===== src/rtl/lis_pkg.sv =====
// ---------------------------------------------------------------------------
// lis_pkg
// Shared types and constants for the indexed list store.
// ---------------------------------------------------------------------------
package lis_pkg;

    localparam int CAPACITY    = 64;
    localparam int VALUE_WIDTH = 32;
    localparam int POS_W       = 7;
    localparam int GROUP       = 8;
    localparam int NGROUP      = (CAPACITY + GROUP - 1) / GROUP;

    typedef logic [VALUE_WIDTH-1:0] lis_word_t;
    typedef logic [POS_W-1:0]       lis_pos_t;

    typedef enum logic [2:0] {
        OP_ADD_FIRST = 3'd0,
        OP_ADD_LAST  = 3'd1,
        OP_INSERT_AT = 3'd2,
        OP_SET_AT    = 3'd3,
        OP_GET_AT    = 3'd4,
        OP_REMOVE_AT = 3'd5,
        OP_SWAP      = 3'd6,
        OP_CLEAR     = 3'd7
    } lis_op_t;

    typedef enum logic [1:0] {
        ERR_OK    = 2'd0,
        ERR_RANGE = 2'd1,
        ERR_FULL  = 2'd2
    } lis_err_t;

    typedef enum logic [2:0] {
        CELL_HOLD,
        CELL_SHIFT_UP,
        CELL_SHIFT_DOWN,
        CELL_WRITE,
        CELL_SWAP
    } lis_cell_op_t;

    typedef enum logic [1:0] {
        ST_IDLE,
        ST_ISSUE,
        ST_REDUCE,
        ST_COMMIT
    } lis_state_t;

    typedef struct packed {
        logic [2:0]         opcode;
        logic [6:0]         position;
        logic [5:0]         other_position;
        logic signed [31:0] item_value;
    } lis_in_t;

    typedef struct packed {
        logic signed [31:0] read_value;
        logic [6:0]         entry_count;
        logic               is_empty;
        logic [1:0]         error_code;
    } lis_out_t;

    // broadcast to every cell of the chain
    typedef struct packed {
        lis_cell_op_t kind;
        lis_pos_t     pos;
        lis_pos_t     pos2;
        lis_word_t    wr_value;
        lis_word_t    swap_a;
        lis_word_t    swap_b;
    } lis_cell_cmd_t;

endpackage


===== src/rtl/lis_cell.sv =====
// ---------------------------------------------------------------------------
// lis_cell
// One list entry: shifts from a neighbour, takes a write or a swap value,
// and offers its word to the two read ports when its index matches.
// ---------------------------------------------------------------------------
module lis_cell
    import lis_pkg::*;
(
    input  logic          aclk,
    input  lis_pos_t      cell_index,
    input  lis_cell_cmd_t cmd,
    input  lis_word_t     left_value,
    input  lis_word_t     right_value,
    output lis_word_t     entry_value,
    output lis_word_t     rd_a,
    output lis_word_t     rd_b
);

    lis_word_t entry_reg;
    lis_word_t entry_next;

    always_comb begin
        entry_next = entry_reg;
        case (cmd.kind)
            CELL_SHIFT_UP: begin
                if (cell_index > cmd.pos) begin
                    entry_next = left_value;
                end else if (cell_index == cmd.pos) begin
                    entry_next = cmd.wr_value;
                end
            end
            CELL_SHIFT_DOWN: begin
                if (cell_index >= cmd.pos) begin
                    entry_next = right_value;
                end
            end
            CELL_WRITE: begin
                if (cell_index == cmd.pos) begin
                    entry_next = cmd.wr_value;
                end
            end
            CELL_SWAP: begin
                if (cell_index == cmd.pos) begin
                    entry_next = cmd.swap_b;
                end else if (cell_index == cmd.pos2) begin
                    entry_next = cmd.swap_a;
                end
            end
            default: begin
                entry_next = entry_reg;
            end
        endcase
    end

    always_ff @(posedge aclk) begin
        entry_reg <= entry_next;
    end

    assign entry_value = entry_reg;
    assign rd_a = (cell_index == cmd.pos)  ? entry_reg : '0;
    assign rd_b = (cell_index == cmd.pos2) ? entry_reg : '0;

endmodule


===== config.mk =====
export PLATFORM = sky130hd
export DESIGN_NAME = lis_cell
export DESIGN_NICKNAME = d
export VERILOG_FILES = /design/src/rtl/lis_pkg.sv /design/src/rtl/lis_cell.sv
export SDC_FILE = /design/constraint.sdc
export NUM_CORES = 1
export LEC_CHECK = 0
export ABC_CLOCK_PERIOD_IN_PS = 3100
export BUFFER_PORTS_ARGS = -buffer_cell sky130_fd_sc_hd__buf_4
export CAP_MARGIN = 20
export CORE_AREA = 2 2 110 112
export CTS_BUF_LIST = sky130_fd_sc_hd__clkbuf_16
export CTS_CLUSTER_SIZE = 20
export DETAILED_ROUTE_END_ITERATION = 10
export DIE_AREA = 0 0 112 114
export HOLD_SLACK_MARGIN = 0.12
export MAX_ROUTING_LAYER = met4
export PLACE_DENSITY = 0.6
export SYNTH_ARGS = -nofsm -noshare
export SYNTH_HDL_FRONTEND = slang
export SYNTH_SLANG_ARGS = --single-unit

===== constraint.sdc =====
create_clock -name aclk -period 3.1 [get_ports aclk]
set_input_delay 0.155 -clock aclk [delete_from_list [all_inputs] [get_ports aclk]]
set_output_delay 0.155 -clock aclk [all_outputs]
set_load 0.01 [all_outputs]

==> flow_summary.json, run 1 <==
{
  "p_int_mw": 1.183,
  "rsz0062_at_grt": "false",
  "synth_nets": 520,
  "cts_buffer_depth": 2,
  "num_vias": 3573,
  "critPathMaxFanout": 47,
  "setup_tns_ns": 0,
  "final_util": 0.4734,
  "r2r_cells": 2,
  "ys.warnings.count": 0,
  "clock_latency_ns": 0.27,
  "synth_cells": 328,
  "io_buffer_count": 280,
  "yosysTopAreaCellShare": 0.3092,
  "hold_class": "in -> reg",
  "largest_reg_flops": 32,
  "dp_slack_ns": 0.5183,
  "fin_skew_ns": 0,
  "rows": 40,
  "setup_viol": 0,
  "seqPwrFrac": 0.367,
  "dp_hpwl_um": 9211,
  "fin_nets": 790,
  "p_clk_frac": 0.286,
  "max_slew.worst_pin.slew_ns": 0.9468,
  "critPathSlowestCell": "a21oi_4",
  "grt_start_max_net_pins": 54,
  "die-width_um": 112,
  "drv_slew": 0,
  "cp-end-kind": "flip-flop",
  "dr.pass1.iters": 4,
  "drtAntennaViolNets": 0,
  "ctsHoldBuffers": 0,
  "final_cells": 745,
  "synth_top_area_cell": "edfxtp_1",
  "die-area_um2": 12770,
  "clock_sinks": 32,
  "fp.dieH_um": 114,
  "antenna_found_initial": 0,
  "max-cap-violations": 0,
  "peakVddDrop_uv": 197.8,
  "p_switching_mw": 0.4409,
  "async_flop_share": 0,
  "ys_types": 27,
  "fmax_mhz": 441.2,
  "cts_inserted_buffers": 5,
  "crit_buf_inv": 2,
  "p_leak_nw": 2.537,
  "root_buffer": "clkbuf_16",
  "holdPathStages": 2,
  "timing.hold.ws_ns": 0.1788,
  "final_common_cell": "buf_4",
  "cp-start-kind": "input pin",
  "final_area_um2": 5544,
  "slew_headroom": 0.3674,
  "hold_viol": 0,
  "p_comb_frac": 0.347,
  "viasPerCell": 4.796,
  "drcViolationCount": 0,
  "status": "finished clean",
  "ys_ff_latch": 32,
  "grt-ovfl-total": 0,
  "core_um2": 11710,
  "layout_common_cells": "285 x buf_4, 64 x and2_1, 34 x nand2_1",
  "avgSynthCellArea_um2": 9.476,
  "critPathTopFamily": "compound AO/OA/AOI/OAI gates",
  "post-route-period-util": 0.7312,
  "drtIter0Drc": 135,
  "synth_ff_type": "edfxtp_1",
  "synth_edf_count": 32,
  "gp_congestion": 0.8432,
  "area_delta_synth_final_pct": 78.38,
  "nFillCells": 1161,
  "regToRegSetupSlack_ns": 1.76,
  "routed_wl_um": 11950,
  "cp_cell_sequence": "buf_4, ha_1, nand4_1, nor2_4, buf_12, a21oi_1, a21oi_4, a221o_1",
  "min_from": "left_value[7]",
  "fin_total_pwr_mw": 1.624,
  "wl_per_cell_um": 16.04,
  "start_util": 0.2654,
  "min_period_ns": 2.267,
  "critPathMaxStageDelay_ns": 0.77,
  "grt_usage": 0.1740,
  "synth_area_leaders": "edfxtp_1 31%, and2_1 13%, mux2_2 12%, a221o_1 10%, mux2i_1 10%",
  "dpl_cell_area_um2": 5383,
  "p_per_area_nw_per_um2": 292.9,
  "timing.rr.start": "entry_value[19]$_DFFE_PP_",
  "grt_pass1_wl_um": 17530,
  "cts_tree": "built",
  "rr_endpoint": "entry_value[19]$_DFFE_PP_",
  "cp_data_arrival_time_ns": 2.41,
  "drive_gt1_frac": 0.5552,
  "required_ns": 3.24,
  "clk_pin_slew_ns": 0.05,
  "whs_endpoint": "entry_value[7]$_DFFE_PP_",
  "htree_levels": 2,
  "synth_area_um2": 3108,
  "diodes": 0,
  "cts_setup_buffers": 0,
  "fin_ws_ns": 0.8334,
  "grt_pass1_vias": 3458,
  "crit_type": "in -> reg",
  "dp.cells": 737,
  "swShare": 0.2715,
  "ys_seq_area_frac": 0.3092,
  "io_pins": 281,
  "ctsResizeCount": 0
}
[kinds of logic after synthesis]
family	count (synthesis)	share of synthesized area
simple gates	112	0.1993
buf+inv	33	0.05113
fa+ha+maj	7	0.02818
compound gates	73	0.1735
xor+xnor	7	0.01973
flops	32	0.3092
mux	64	0.2190
[synthesized netlist by cell type (2+ instances only)]
cell      number
nand2_1       34
inv_1          8
mux2i_1       32
nand4_1        2
edfxtp_1      32
buf_6          3
a221o_1       32
buf_2         10
xnor2_1        4
and2_1        64
o21ai_0       33
a21oi_1        5
nor2_1         3
ha_1           7
xor2_1         3
clkbuf_1      12
mux2_2        32
nand2b_1       3
[how the worst max path moves through the flow]
stage / slack, ns / start / to / cells after the start
after global routing: 0.66 / cell_index[6] / entry_value[4]$_DFFE_PP_ / 8
after CTS: 0.81 / cell_index[2] / entry_value[0]$_DFFE_PP_ / 7
after detailed placement: 0.52 / cell_index[2] / entry_value[26]$_DFFE_PP_ / 7
after global placement: 0.60 / cell_index[6] / entry_value[15]$_DFFE_PP_ / 8
after floorplan: 0.58 / cmd[109] / entry_value[0]$_DFFE_PP_ / 7
final: 0.83 / cell_index[6] / entry_value[10]$_DFFE_PP_ / 8
[routing by layer]
metal	global-route usage	routed length, µm	up-vias
li1	-	-	1751
met4	0.02683	82	0
met3	0.02338	699	6
met2	0.3285	6311	151
met1	0.2010	4859	1665
met5	-	0	-
[power groups by stage]
stage,clock network (mW),logic [mW],registers (mW)
floorplan,0,0.232,0.611
global placement,0,0.548,0.603
detailed placement,0,0.560,0.606
CTS,0.478,0.561,0.598
global route,0.488,0.609,0.604
finish,0.464,0.564,0.596
[cell type report]
type,instances,area (µm²),area share
repair buffers,288,2207,0.3981
multi-input cells,263,2028,0.3658
flip-flops and latches,32,960.9,0.1733
well taps,147,183.9,0.03318
clock buffers,5,125.1,0.02257
inverters,8,30.03,0.005416
clock inverters,2,8.758,0.001580
(Power assumes the default switching activity.)
==> inputs of run 2 (changes only) <==
- ABC_CLOCK_PERIOD_IN_PS: 3100 -> 2150
- CORE_AREA: 2 2 110 112 -> 2 2 108 110
- DIE_AREA: 0 0 112 114 -> 0 0 110 112
- clock period: 3.1 -> 2.15 ns (I/O delays scaled with it)
==> flow_summary.json, run 2 (synthesis gave the netlist of run 1 again) <==
{
  "viasPerCell": 4.806,
  "p_switching_mw": 0.6459,
  "fmax_mhz": 503.3,
  "routed_wl_um": 12630,
  "drtAntennaViolNets": 0,
  "critPathTopFamily": "compound AO/OA/AOI/OAI gates",
  "core_um2": 11170,
  "diodes": 0,
  "fin_ws_ns": 0.1630,
  "p_comb_frac": 0.362,
  "cts_inserted_buffers": 5,
  "max_slew.worst_pin.slew_ns": 0.7069,
  "io_buffer_count": 280,
  "p_per_area_nw_per_um2": 414.4,
  "slew_headroom": 0.5282,
  "dp_slack_ns": -0.2414,
  "area_delta_synth_final_pct": 85.10,
  "hold_viol": 0,
  "cp_cell_sequence": "buf_4, ha_1, nand4_1, nor2_4, buf_12, a21oi_1, a21oi_4, a221o_1",
  "largest_reg_flops": 32,
  "gp_congestion": 0.8443,
  "die-width_um": 110,
  "drcViolationCount": 0,
  "drtIter0Drc": 127,
  "cts_tree": "built",
  "drive_gt1_frac": 0.5696,
  "p_leak_nw": 2.650,
  "fin_nets": 810,
  "critPathMaxStageDelay_ns": 0.45,
  "htree_levels": 2,
  "p_clk_frac": 0.277,
  "cp-start-kind": "input pin",
  "grt_pass1_vias": 3645,
  "clock_sinks": 32,
  "rsz0062_at_grt": "false",
  "swShare": 0.2709,
  "clock_latency_ns": 0.27,
  "grt_start_max_net_pins": 33,
  "post-route-period-util": 0.9242,
  "start_util": 0.2781,
  "status": "finished clean",
  "num_vias": 3657,
  "crit_type": "in -> reg",
  "critPathSlowestCell": "a21oi_1",
  "io_pins": 281,
  "die-area_um2": 12320,
  "final_area_um2": 5753,
  "peakVddDrop_uv": 264.9,
  "crit_buf_inv": 2,
  "required_ns": 2.17,
  "ctsHoldBuffers": 0,
  "grt-ovfl-total": 0,
  "antenna_found_initial": 0,
  "dpl_cell_area_um2": 5603,
  "final_common_cell": "buf_4",
  "p_int_mw": 1.738,
  "grt_usage": 0.1913,
  "clk_pin_slew_ns": 0.05,
  "rows": 39,
  "dr.pass1.iters": 4,
  "hold_class": "in -> reg",
  "cts_buffer_depth": 2,
  "cp-end-kind": "flip-flop",
  "root_buffer": "clkbuf_16",
  "grt_pass1_wl_um": 17950,
  "fin_skew_ns": 0,
  "cp_data_arrival_time_ns": 2.01,
  "min_period_ns": 1.987,
  "max-cap-violations": 0,
  "layout_common_cells": "299 x buf_4, 64 x and2_1, 34 x nand2_1",
  "fp.dieH_um": 112,
  "drv_slew": 0,
  "critPathMaxFanout": 16,
  "setup_tns_ns": 0,
  "setup_viol": 0,
  "cts_setup_buffers": 0,
  "seqPwrFrac": 0.361,
  "nFillCells": 1049,
  "wl_per_cell_um": 16.59,
  "dp_hpwl_um": 10090
}
==> run 2: cell types whose count changed in the layout (fill, tap and decap cells not counted), sizes merged <==
cell	change
buf	+19
a21oi	+1
==> run 2: cell type report <==
| cell class | instances | area (µm²) | area share |
|---|---|---|---|
| clock buffer | 5 | 125.1 | 0.02175 |
| clock inverter | 2 | 8.758 | 0.001522 |
| inverter | 8 | 30.03 | 0.005220 |
| multi-input combinational | 264 | 2044 | 0.3554 |
| sequential | 32 | 960.9 | 0.1670 |
| tap | 143 | 178.9 | 0.03110 |
| timing repair buffer | 307 | 2405 | 0.4180 |
==> run 2: repair_timing <==
item	in CTS	in global routing
resized for setup	0	1
endpoints found under the setup margin	0	32
hold endpoints to repair	0	0
==> run 2: final timing paths <==
| check | startpoint | to | slack [ns] | cells after the start |
|---|---|---|---|---|
| setup / recovery | cell_index[5] | entry_value[14]$_DFFE_PP_ | 0.16 | 8 |
| hold / removal | left_value[14] | entry_value[14]$_DFFE_PP_ | 0.13 | 2 |
| setup reg to reg | entry_value[19]$_DFFE_PP_ | entry_value[19]$_DFFE_PP_ | 0.83 | 2 |
| hold reg to reg | entry_value[11]$_DFFE_PP_ | entry_value[11]$_DFFE_PP_ | 0.76 | 2 |
==> run 2: power groups by stage <==
stage	combinational, mW	sequential [mW]	clock (mW)
2_1_floorplan	0.337	0.880	0
3_3_place_gp	0.840	0.870	0
3_5_place_dp	0.858	0.873	0
4_1_cts	0.859	0.862	0.675
5_1_grt	0.935	0.872	0.702
6_report	0.863	0.860	0.661
==> run 2: per-layer routing <==
metal | vias to the layer above | wire (µm) | GRT usage
met2 | 172 | 6721 | 0.3489
met1 | 1684 | 4904 | 0.2185
met5 | - | 0 | -
met4 | 0 | 126 | 0.03797
met3 | 8 | 875 | 0.02810
li1 | 1793 | - | -
==> run 2: stage by stage <==
step	std cells	total power [mW]	hold slack [ns]	utilization
2_1_floorplan	328	1.217	0.3227	-
3_3_place_gp	753	1.710	0.4058	0.5014
3_5_place_dp	753	1.730	0.4122	0.5014
4_1_cts	760	2.395	0.1275	0.5134
5_1_grt	761	2.508	0.1275	0.5148
6_report	761	2.384	0.1332	0.5148
==> inputs of run 3 (changes only) <==
- ABC_AREA: not set -> 1
- CORE_AREA: 2 2 108 110 -> 2 2 109 111
- DIE_AREA: 0 0 110 112 -> 0 0 111 113
- HOLD_SLACK_MARGIN: 0.12 -> 0.03
- PLACE_DENSITY: 0.6 -> 0.67
==> flow_summary.json, run 3 <==
{
  "core_um2": 11270,
  "min_from": "right_value[22]",
  "critical_path_depth": 10,
  "drcViolationCount": 0,
  "fin_nets": 1190,
  "final_util": 0.5644,
  "cts_inserted_buffers": 5,
  "grt-ovfl-total": 0,
  "drive_gt1_frac": 0.3146,
  "io_buffer_count": 280,
  "slew_headroom": 0.5932,
  "cp-start-kind": "input pin",
  "io_pins": 281,
  "final_common_cell": "buf_4",
  "cts_tree": "built",
  "yosysMostFrequentCell": "nand2_1",
  "regToRegSetupSlack_ns": 0.85,
  "r2r_cells": 6,
  "critPathTopFamily": "simple AND/OR/NAND/NOR gates",
  "drtIter0Drc": 284,
  "fin_skew_ns": 0,
  "synth_cells": 733,
  "cp-end-kind": "flip-flop",
  "grt_start_max_net_pins": 66,
  "clock_sinks": 32,
  "rows": 39,
  "synth_nets": 925,
  "synth_top_area_cell": "edfxtp_1",
  "root_buffer": "clkbuf_16",
  "ys_ff_latch": 32,
  "rr_endpoint": "entry_value[9]$_DFFE_PP_",
  "async_flop_share": 0,
  "path_common_cell": "nor2_1",
  "die-area_um2": 12540,
  "ctsResizeCount": 0,
  "seqPwrFrac": 0.324,
  "synth_area_leaders": "edfxtp_1 24%, nand2_1 21%, nor2_1 16%, inv_1 11%, nand3_1 8.2%",
  "drv_slew": 0,
  "num_vias": 5231,
  "gp_congestion": 0.8947,
  "whs_endpoint": "entry_value[22]$_DFFE_PP_",
  "p_switching_mw": 0.8794,
  "max_slew.worst_pin.slew_ns": 0.6083,
  "wl_per_cell_um": 13.65,
  "grt_pass1_vias": 4822,
  "timing.rr.start": "entry_value[9]$_DFFE_PP_",
  "cts_setup_buffers": 0,
  "ys_seq_area_frac": 0.2430,
  "hold_class": "in -> reg",
  "hold_viol": 0,
  "peakVddDrop_uv": 305.2,
  "cp_data_arrival_time_ns": 1.86,
  "synth_area_um2": 3954,
  "clk_pin_slew_ns": 0.06,
  "swShare": 0.3344,
  "area_delta_synth_final_pct": 60.92,
  "drtAntennaViolNets": 0,
  "dp_hpwl_um": 12170,
  "max-cap-violations": 0,
  "critPathSlowestCell": "nor2_1",
  "p_per_area_nw_per_um2": 413.3,
  "required_ns": 2.18,
  "setup_tns_ns": 0,
  "ys_types": 21,
  "crit_type": "in -> reg",
  "critPathMaxFanout": 54,
  "diodes": 0,
  "routed_wl_um": 15570,
  "fp.dieH_um": 113,
  "ys.warnings.count": 0,
  "setup_viol": 0,
  "synth_ff_type": "edfxtp_1",
  "largest_reg_flops": 32,
  "multi_input_area_um2": 2336,
  "clock_latency_ns": 0.27,
  "netlist_top_cells_count": "224 x nand2_1, 166 x nor2_1, 119 x inv_1",
  "status": "finished clean",
  "post-route-period-util": 0.8520,
  "nFillCells": 1198,
  "ctsHoldBuffers": 0,
  "p_int_mw": 1.750,
  "dr.pass1.iters": 6,
  "p_clk_frac": 0.256,
  "p_leak_nw": 3.777,
  "rsz0062_at_grt": "false",
  "htree_levels": 2,
  "fmax_mhz": 545.9,
  "synth_edf_count": 32,
  "regArea_um2": 960.9,
  "grt_pass1_wl_um": 24220,
  "p_comb_frac": 0.420,
  "die-width_um": 111,
  "grt_usage": 0.2451,
  "cp_cell_sequence": "buf_4, ha_1, nand2_1, nor2_1, nand2_8, buf_12, o21ai_0, nor2_1, nor2_1, nand2_1",
  "critPathMaxStageDelay_ns": 0.30,
  "holdPathStages": 5,
  "avgSynthCellArea_um2": 5.394,
  "viasPerCell": 4.585,
  "layout_common_cells": "296 x buf_4, 224 x nand2_1, 165 x nor2_1",
  "min_period_ns": 1.832,
  "cts_buffer_depth": 2,
  "yosysTopAreaCellShare": 0.2430,
  "antenna_found_initial": 0,
  "start_util": 0.3508,
  "crit_buf_inv": 2
}
[run 3: kinds of logic after synthesis]
kind of cell / synth area share
adders and majority gates: 0.02215
buffers and inverters: 0.1715
AOI/OAI and AO/OA: 0.08355
and+or+nand+nor: 0.4753
xor gates and xnor gates: 0.004431
DFF: 0.2430
[run 3: stage by stage]
step	power [mW]	setup WS (ns)	cell area [µm²]	hold WS, ns	cells
6_report	2.630	0.3181	6362	0.2047	1141
5_1_grt	2.815	0.1018	6362	0.2436	1141
4_1_cts	2.654	0.3352	6362	0.2057	1141
3_5_place_dp	1.974	0.04459	6228	0.4926	1134
3_3_place_gp	1.964	0.1376	6228	0.4921	1134
2_1_floorplan	1.408	0.05088	3961	0.3824	733
[run 3: how the worst max path moves through the flow]
stage / from / slack [ns] / end
floorplan: cmd[109] / 0.05 / entry_value[0]$_DFFE_PP_
global placement: cell_index[6] / 0.14 / entry_value[20]$_DFFE_PP_
detailed placement: cell_index[2] / 0.04 / entry_value[20]$_DFFE_PP_
CTS: cell_index[6] / 0.34 / entry_value[20]$_DFFE_PP_
global route: cell_index[6] / 0.10 / entry_value[20]$_DFFE_PP_
finish: cell_index[6] / 0.32 / entry_value[20]$_DFFE_PP_
[run 3: power groups by stage]
stage / Combinational, mW / Sequential (mW) / Clock [mW]
global placement: 1.10 / 0.862 / 0
floorplan: 0.519 / 0.889 / 0
finish: 1.10 / 0.853 / 0.673
detailed placement: 1.11 / 0.864 / 0
global route: 1.24 / 0.861 / 0.712
CTS: 1.11 / 0.853 / 0.688
[run 3: final cells by class]
cell class | count | share of cell area
tap | 143 | 0.02812
inverter | 120 | 0.07080
clock buffer | 5 | 0.01967
multi-input combinational | 539 | 0.3672
clock inverter | 2 | 0.001377
sequential | 32 | 0.1510
timing repair buffer | 300 | 0.3618
[run 3: per-layer routing]
metal | part of all wire | wire length [µm] | vias up | global-route usage
li1 | - | - | 2749 | -
met1 | 0.43 | 6648 | 2303 | 0.2963
met2 | 0.51 | 7910 | 167 | 0.4409
met3 | 0.055 | 850 | 12 | 0.02946
met4 | 0.010 | 159 | 0 | 0.05333
met5 | 0 | 0 | - | -
[run 3: worst register-to-register path, delay by kind of cell (launching register included)]
family | cells | cell delay [ns]
flip-flops | 1 | 0.44
buffers and inverters | 1 | 0.18
AND/OR/NAND/NOR | 4 | 0.33
AO/OA/AOI/OAI | 1 | 0.11
